## src/grid_cell_random_pick_set_macros.svh

```systemverilog
// ----------------------------------------------------------------------------
// Grid cell random pick set: assertion macros
// Concurrent checks on clk, disabled while arst_n is low.
// ----------------------------------------------------------------------------
`ifndef GRID_CELL_RANDOM_PICK_SET_MACROS_SVH
`define GRID_CELL_RANDOM_PICK_SET_MACROS_SVH

`ifndef SYNTHESIS

// same-cycle implication
`define GCRPS_ASSERT_IMP(name, ante, cons) \
	name: assert property (@(posedge clk) disable iff (!arst_n) (ante) |-> (cons)) \
	else $error("gcrps assertion failed");

// next-cycle implication
`define GCRPS_ASSERT_NXT(name, ante, cons) \
	name: assert property (@(posedge clk) disable iff (!arst_n) (ante) |=> (cons)) \
	else $error("gcrps assertion failed");

`else

`define GCRPS_ASSERT_IMP(name, ante, cons)
`define GCRPS_ASSERT_NXT(name, ante, cons)

`endif

`endif

```

## src/gcrps_pkg.sv

```systemverilog
// ----------------------------------------------------------------------------
// gcrps_pkg
// Types, codes and defaults shared by the grid cell random pick set.
// ----------------------------------------------------------------------------
package gcrps_pkg;

	localparam int DEF_MAX_WIDTH   = 128;
	localparam int DEF_MAX_HEIGHT  = 128;
	localparam int DEF_MAX_ENTRIES = 16384;

	localparam int COORD_W  = 16;
	localparam int RND_W    = 16;
	localparam int CHOSEN_W = 8;
	localparam int COUNT_W  = 15;
	localparam int RANGE_W  = 8;
	localparam int CAP_W    = 15;
	localparam int CFG_W    = 15;
	localparam int CFG_IDX_W = 2;

	localparam logic [CFG_IDX_W-1:0] CFG_X_RANGE  = 2'd0;
	localparam logic [CFG_IDX_W-1:0] CFG_Y_RANGE  = 2'd1;
	localparam logic [CFG_IDX_W-1:0] CFG_CAPACITY = 2'd2;

	localparam logic [RANGE_W-1:0] RST_X_RANGE  = 8'd128;
	localparam logic [RANGE_W-1:0] RST_Y_RANGE  = 8'd128;
	localparam logic [CAP_W-1:0]   RST_CAPACITY = 15'd16384;

	// -1 marker for choose on an empty set
	localparam logic signed [CHOSEN_W-1:0] NO_CELL = -8'sd1;

	typedef enum logic [1:0] {
		ACT_ADD      = 2'd0,
		ACT_REMOVE   = 2'd1,
		ACT_CHOOSE   = 2'd2,
		ACT_CONTAINS = 2'd3
	} action_t;

	typedef enum logic [2:0] {
		ST_DONE    = 3'd0,
		ST_PRESENT = 3'd1,
		ST_FULL    = 3'd2,
		ST_BOUNDS  = 3'd3,
		ST_ABSENT  = 3'd4,
		ST_EMPTY   = 3'd5
	} status_t;

	typedef enum logic [3:0] {
		S_CLEAR,
		S_IDLE,
		S_DECODE,
		S_MAPRD,
		S_EVAL,
		S_LIDX,
		S_WRLAST,
		S_WRCELL,
		S_DIV,
		S_PICK
	} state_t;

	typedef struct packed {
		action_t                    action;
		logic signed [COORD_W-1:0]  coord_x;
		logic signed [COORD_W-1:0]  coord_y;
		logic        [RND_W-1:0]    random_value;
	} cmd_t;

	typedef struct packed {
		status_t                    status;
		logic signed [CHOSEN_W-1:0] chosen_x;
		logic signed [CHOSEN_W-1:0] chosen_y;
		logic                       present;
		logic        [COUNT_W-1:0]  entry_count;
	} result_t;

endpackage

```

## src/gcrps_mod_unit.sv

```systemverilog
// ----------------------------------------------------------------------------
// gcrps_mod_unit
// Restoring remainder unit, one dividend bit per cycle.
// ----------------------------------------------------------------------------
module gcrps_mod_unit import gcrps_pkg::*; #(
	parameter int DIV_W = 15
) (
	input  logic             clk,
	input  logic             arst_n,
	input  logic             start,
	input  logic [RND_W-1:0] dividend,
	input  logic [DIV_W-1:0] divisor,
	output logic             done,
	output logic [DIV_W-1:0] rem
);

	localparam int CNT_W = $clog2(RND_W);

	logic             run_q;
	logic [CNT_W-1:0] cnt_q;
	logic             done_q;
	logic [RND_W-1:0] dvd_q;
	logic [DIV_W-1:0] div_q;
	logic [DIV_W-1:0] rem_q;
	logic [DIV_W:0]   trial;
	logic             fits;

	assign trial = {rem_q, dvd_q[RND_W-1]};
	assign fits  = trial >= {1'b0, div_q};

	always_ff @(posedge clk or negedge arst_n) begin
		if (!arst_n) begin
			run_q  <= 1'b0;
			cnt_q  <= '0;
			done_q <= 1'b0;
		end else begin
			done_q <= 1'b0;
			if (start) begin
				run_q <= 1'b1;
				cnt_q <= CNT_W'(RND_W - 1);
			end else if (run_q) begin
				cnt_q <= cnt_q - 1'b1;
				if (cnt_q == '0) begin
					run_q  <= 1'b0;
					done_q <= 1'b1;
				end
			end
		end
	end

	always_ff @(posedge clk) begin
		if (start) begin
			dvd_q <= dividend;
			div_q <= divisor;
			rem_q <= '0;
		end else if (run_q) begin
			dvd_q <= dvd_q << 1;
			rem_q <= fits ? DIV_W'(trial - {1'b0, div_q}) : DIV_W'(trial);
		end
	end

	assign done = done_q;
	assign rem  = rem_q;

endmodule

```

## config.mk

```make
export PLATFORM = sky130hd
export DESIGN_NAME = gcrps_mod_unit
export DESIGN_NICKNAME = d
export VERILOG_FILES = /design/src/grid_cell_random_pick_set_macros.svh /design/src/gcrps_pkg.sv /design/src/gcrps_mod_unit.sv
export SDC_FILE = /design/constraint.sdc
export NUM_CORES = 1
export LEC_CHECK = 0
export BUFFER_PORTS_ARGS = -buffer_cell sky130_fd_sc_hd__buf_2
export CAP_MARGIN = 15
export CELL_PAD_IN_SITES_DETAIL_PLACEMENT = 1
export CELL_PAD_IN_SITES_GLOBAL_PLACEMENT = 1
export CORE_MARGIN = 4
export CORE_UTILIZATION = 40
export DETAILED_ROUTE_END_ITERATION = 16
export PLACE_DENSITY = 0.75
export SETUP_SLACK_MARGIN = 0.4
export SLEW_MARGIN = 20
export SYNTH_ARGS = -nofsm -noshare
export SYNTH_HDL_FRONTEND = slang
export SYNTH_SLANG_ARGS = --single-unit
```

## constraint.sdc

```tcl
create_clock -name clk -period 2.51 [get_ports clk]
set_input_delay 0.3765 -clock clk [delete_from_list [all_inputs] [get_ports clk]]
set_output_delay 0.3765 -clock clk [all_outputs]
set_load 0.03 [all_outputs]
```

### Word-level counts from Yosys, hierarchy flattened

Index checks and enable logic that the tools add are counted.

| word-level totals | value |
|---|---|
| flip-flop bits (word level) | 52 |
| input port bits | 34 |
| output and inout port bits | 16 |

| cells by class | value |
|---|---|
| $add $sub $neg | 2 |
| $lt $le $gt $ge | 1 |
| mux-type cells | 11 |
| reductions and logical operators | 2 |

Operator list:

| kind | number |
|---|---|
| 16-bit 2-to-1 mux | 2 |
| 16-bit by 15-bit greater-or-equal comparator with 1-bit output | 1 |
| 15-bit 2-to-1 mux | 1 |
| 15-bit subtractor | 1 |
| 4-bit 2-to-1 mux | 2 |
| 1-bit 2-to-1 mux | 6 |
| 4-bit zero test | 1 |
| 4-bit by 1-bit subtractor with 4-bit output, second input constant | 1 |
| 2-bit nonzero test | 1 |

### Depth between registers and ports, before layout

| logic depth | value |
|---|---|
| depth after elaboration | 4 |
| mapped depth | 10 |
| mapped depth without buffers | 9 |

### Least setup slack after synthesis

No wires, ideal clock.

| timing | value |
|---|---|
| path kind | register to register |
| start | register rem_q[0], in the netlist rem[0] |
| end | register rem_q[12], in the netlist rem[12] |
| setup time | 91 ps |
| data arrival time | 2551 ps |
| data required time | 2419 ps |
| setup slack | -132 ps |
| stages on the path, launching flop included | 9 |
| path buffers | 0 |
| cells stage by stage | dfxtp_1 > inv_1 > fa_1 > nand2b_1 > a21o_2 > a311o_2 > mux2i_1 > or3_1 > a311oi_1 |

| on the way | value |
|---|---|
| word-level cells in the longest chain between the ends | 2 |
| elaborated cells between the ends (all ways) | 3 |

RTL lines:

| item | line | source |
|---|---|---|
| start, declared | gcrps_mod_unit.sv:24 | `logic [DIV_W-1:0] rem_q;` |
| start signal, assigned | gcrps_mod_unit.sv:58 | `rem_q <= fits ? DIV_W'(trial - {1'b0, div_q}) : DIV_W'(trial);` |
| 15-bit subtractor / 16-bit by 15-bit greater-or-equal comparator with 1-bit output (equally long branches) | gcrps_mod_unit.sv:58, gcrps_mod_unit.sv:29 |  |
| 15-bit 2-to-1 mux * | gcrps_mod_unit.sv:58 |  |

Every way passes the cells marked *; elsewhere a longest branch is shown, timed or not.
A chain may end at the register's enable or synchronous reset.

### Final worst setup path

| timing | value |
|---|---|
| start | register dvd_q[15] |
| end | register rem_q[12], in the netlist rem[12] |

| on the way | value |
|---|---|
| word-level cells in the longest chain between the ends | 2 |
| elaborated cells between the ends (all ways) | 3 |

RTL lines:

| item | line | source |
|---|---|---|
| start, declared | gcrps_mod_unit.sv:22 | `logic [RND_W-1:0] dvd_q;` |
| start signal, assigned | gcrps_mod_unit.sv:53 | `dvd_q <= dividend;` |
| start signal, assigned | gcrps_mod_unit.sv:57 | `dvd_q <= dvd_q << 1;` |
| 15-bit subtractor / 16-bit by 15-bit greater-or-equal comparator with 1-bit output (equally long branches) | gcrps_mod_unit.sv:58, gcrps_mod_unit.sv:29 |  |
| 15-bit 2-to-1 mux * | gcrps_mod_unit.sv:58 |  |

Marks and branches as above.

==> run_results.csv <==
group,metric,value,unit
die,row_count,31,
synthesis,synth_top_family_by_area,"compound AO/OA/AOI/OAI gates",
clocking,clockBufferDepth,2,
worst_hold_path,hp-start,"divisor[14]",
clocking,clkSlewWorstSetupHoldPaths,110,ps
pwr,pwr-share-comb,15.6,%
sta,slew_viol_final,0,
synthesis,ys_seq_elements,52,
cells_and_area,layout_commonest_cell,"buf_2",
cells_and_area,diodes,0,
clocking,htree_levels,2,
clocking,cts_inserted_buffers,5,
cells_and_area,drive_above_1_share,35.67,%
routing,wire_per_inst,16.78,um
placement,port-buffer-count,49,
worst_hold_path,hold_depth,1,
routing,vias,2332,
synthesis,synthesis.area,2963,sq um
die,fp.dieH,94.07,um
pwr,p_leak,1.590,nW
die,die_area,8848,sq um
setup_path,critPathKind,"reg2reg",
pwr,pwr-share-seq,55.3,%
synthesis,synthMuxAreaShare,7.475,%
cells_and_area,design_area,3630,sq um
pwr,power.switching,476.5,uW
placement,place.gp.congestion,0.7847,
pwr,cellPowerDensity,489.1,nW/um^2
sta,finalHoldViolCount,0,
synthesis,synth_compound_area_share,14.91,%
job,max-cap-violations,0,
global_route,grt_max_degree,44,
setup_path,worstPathMaxFanout,3,
setup_path,rrSetupSlack,20,ps
synthesis,ys.flop_type,"edfxtp_1",
global_route,grt_pass1_vias,2482,
global_route,grtUsageTotal,17.57,%
synthesis,synth_enable_flop_cells,31,
global_route,grt.overflow.total,0,
synthesis,netlist_instances,281,
synthesis,ys_seq_area_share,46.62,%
pwr,p_clk_share,29.2,%
pwr,p_int,1.299,mW
synthesis,synth-xor-area-share,2.956,%
die,fp.dieW,94.07,um
routing,drt_iter0_drc,101,
synthesis,synth-async-reset-ratio,11.54,%
sta,rsz0062_at_grt,"true",
routing,vias_per_cell,5.288,
setup_path,required,2740,ps
setup_path,cp-start-kind,"register",
synthesis,synth_fa_ha_area_share,7.432,%
synthesis,netlist-cell-type-count,55,
cells_and_area,final_cell_mix,"49 x buf_2, 31 x edfxtp_1, 22 x inv_1",
routing,finalWirelength,7398,um
setup_path,critPathArrivalTime,2720,ps
placement,dp_hpwl,4992,um
clocking,root_buffer,"clkbuf_8",
setup_path,reg2reg_depth,9,
synthesis,avgSynthCellArea,10.54,sq um
clocking,clock_latency,320,ps
pwr,peakVddDrop,0.2762,mV
setup_path,rr_startpoint,"dvd_q[15]$_DFFE_PP_",
sta,clock.fmax,401.4,MHz
setup_path,reg2reg_to,"rem[12]$_SDFFE_PP0P_",
worst_hold_path,whs_endpoint,"div_q[14]$_DFFE_PP_",
sta,post-route-period-util,99.26,%
sta,tns,0,ps
synthesis,netlist.area_leader.share,31.42,%
die,start_util,41.07,%
die,core_area,7214,sq um
clocking,tritoncts,"done",
global_route,grt_first_pass_wirelength,12030,um
synthesis,ys_warn_count,0,
setup_path,end_kind,"register",
sta,setup_viol,0,
synthesis,yosys.area_share.simple,14.65,%
pwr,total_power,1.775,mW
sta,min_period,2491,ps
sta,max-slew-margin-rel,49.17,%
routing,drtAntennaViolNets,0,
clocking,numClockSinks,52,
die,io_pins,50,
routing,drc,0,
synthesis,synth_area_leaders,"edfxtp_1 31%, dfxtp_1 10%, ha_1 6.8%",
outcome,status,"finished clean",
pwr,swShare,26.84,%
synthesis,synth_fp_nets,332,
placement,place_area,3321,sq um
synthesis,synth_area_leader_cell,"edfxtp_1",
cells_and_area,area_growth,22.51,%
routing,dr.pass1.iters,4,
cells_and_area,final.fill_count,814,
sta,finalClockSkew,8.408,ps
sta,tightest_slew,754.5,ps
cells_and_area,layout.nets,392,
global_route,antenna_found_initial,0,
worst_hold_path,hold_class,"in2reg",
## registers in the layout (all words and copies together), names as in the netlist
| name | flops |
|---|---|
| dvd_q | 16 |
| rem | 15 |
| cnt_q | 4 |
| done | 1 |
| run_q | 1 |
| div_q | 15 |
## critical path: stages, from the launching register on
cell and delay (ps):
edfxtp_1 360, inv_1 70, ha_2 180, fa_2 340
nand2b_4 160, a21o_4 230, a311o_2 350, mux2i_1 130
or3_1 350, a311oi_1 240
## per-stage QoR
stage,utilization [%],std cells,setup WS [ps],hold WS [ps]
finish,50.31,441,18.61,227.6
global route,50.31,441,-50.58,199.6
CTS,49.31,439,40.02,217.0
detailed placement,46.03,424,-49.52,214.0
global placement,46.03,424,90.07,207.8
floorplan,-,281,152.2,80.91
## per-layer routing
metal	share of wire [%]	global-route usage, %	vias to the layer above
met1	45	23.49	1147
met5	0	0	-
met2	51	28.98	39
li1	-	-	1139
met4	1.2	5.054	0
met3	3.1	3.285	7
## synthesized netlist by cell type, types with 6 or more instances
master and instances:
a311oi_1 8, nand3_1 9, a211oi_1 6, inv_1 22, nor2_1 18, clkbuf_1 8, a21oi_1 12, nand2_1 24
dfxtp_1 15, and3_1 7, dfrtp_1 6, edfxtp_1 31, nand2b_1 6, ha_1 16, o21ai_0 11, mux2_2 17
## worst max-delay path by stage
stage | from | cells past startpoint | to
floorplan | div_q[0]$_DFFE_PP_ | 8 | rem[12]$_SDFFE_PP0P_
global placement | div_q[0]$_DFFE_PP_ | 8 | rem[12]$_SDFFE_PP0P_
detailed placement | div_q[13]$_DFFE_PP_ | 8 | rem[0]$_SDFFE_PP0P_
CTS | div_q[0]$_DFFE_PP_ | 8 | rem[12]$_SDFFE_PP0P_
global route | div_q[0]$_DFFE_PP_ | 8 | rem[12]$_SDFFE_PP0P_
finish | dvd_q[15]$_DFFE_PP_ | 9 | rem[12]$_SDFFE_PP0P_
## cell type report
cell class	count	area, sq um	share of cell area [%]
Clock inverter	3	27.53	0.7584
Inverter	22	82.58	2.275
Multi-Input combinational cell	194	1535	42.30
Sequential cell	52	1385	38.16
Timing Repair Buffer	66	406.6	11.20
Clock buffer	5	68.82	1.896
Tap cell	99	123.9	3.413
## cells by family after synthesis
family	Yosys count
buf+inv	35
simple gates	86
mux	20
compound gates	61
xor+xnor	10
fa+ha+maj	17
flops	52
## timing repair
| action | 4_1_cts | 5_1_grt |
|---|---|---|
| cloned | 0 | 0 |
| pin swaps | 17 | 4 |
| setup buffers | 6 | 2 |
| resized for setup | 19 | 9 |
| hold buffers | 1 | 0 |
| endpoints found under the hold margin | 6 | 0 |
| setup endpoints to repair | 15 | 15 |
## power by group through the flow
| stage | clock, mW | combinational [mW] | sequential (mW) |
|---|---|---|---|
| finish | 0.518 | 0.277 | 0.981 |
| global route | 0.585 | 0.311 | 0.988 |
| CTS | 0.538 | 0.266 | 0.982 |
| detailed placement | 0 | 0.250 | 1.00 |
| global placement | 0 | 0.242 | 0.998 |
| floorplan | 0 | 0.177 | 1.00 |
(Power assumes the default switching activity.)
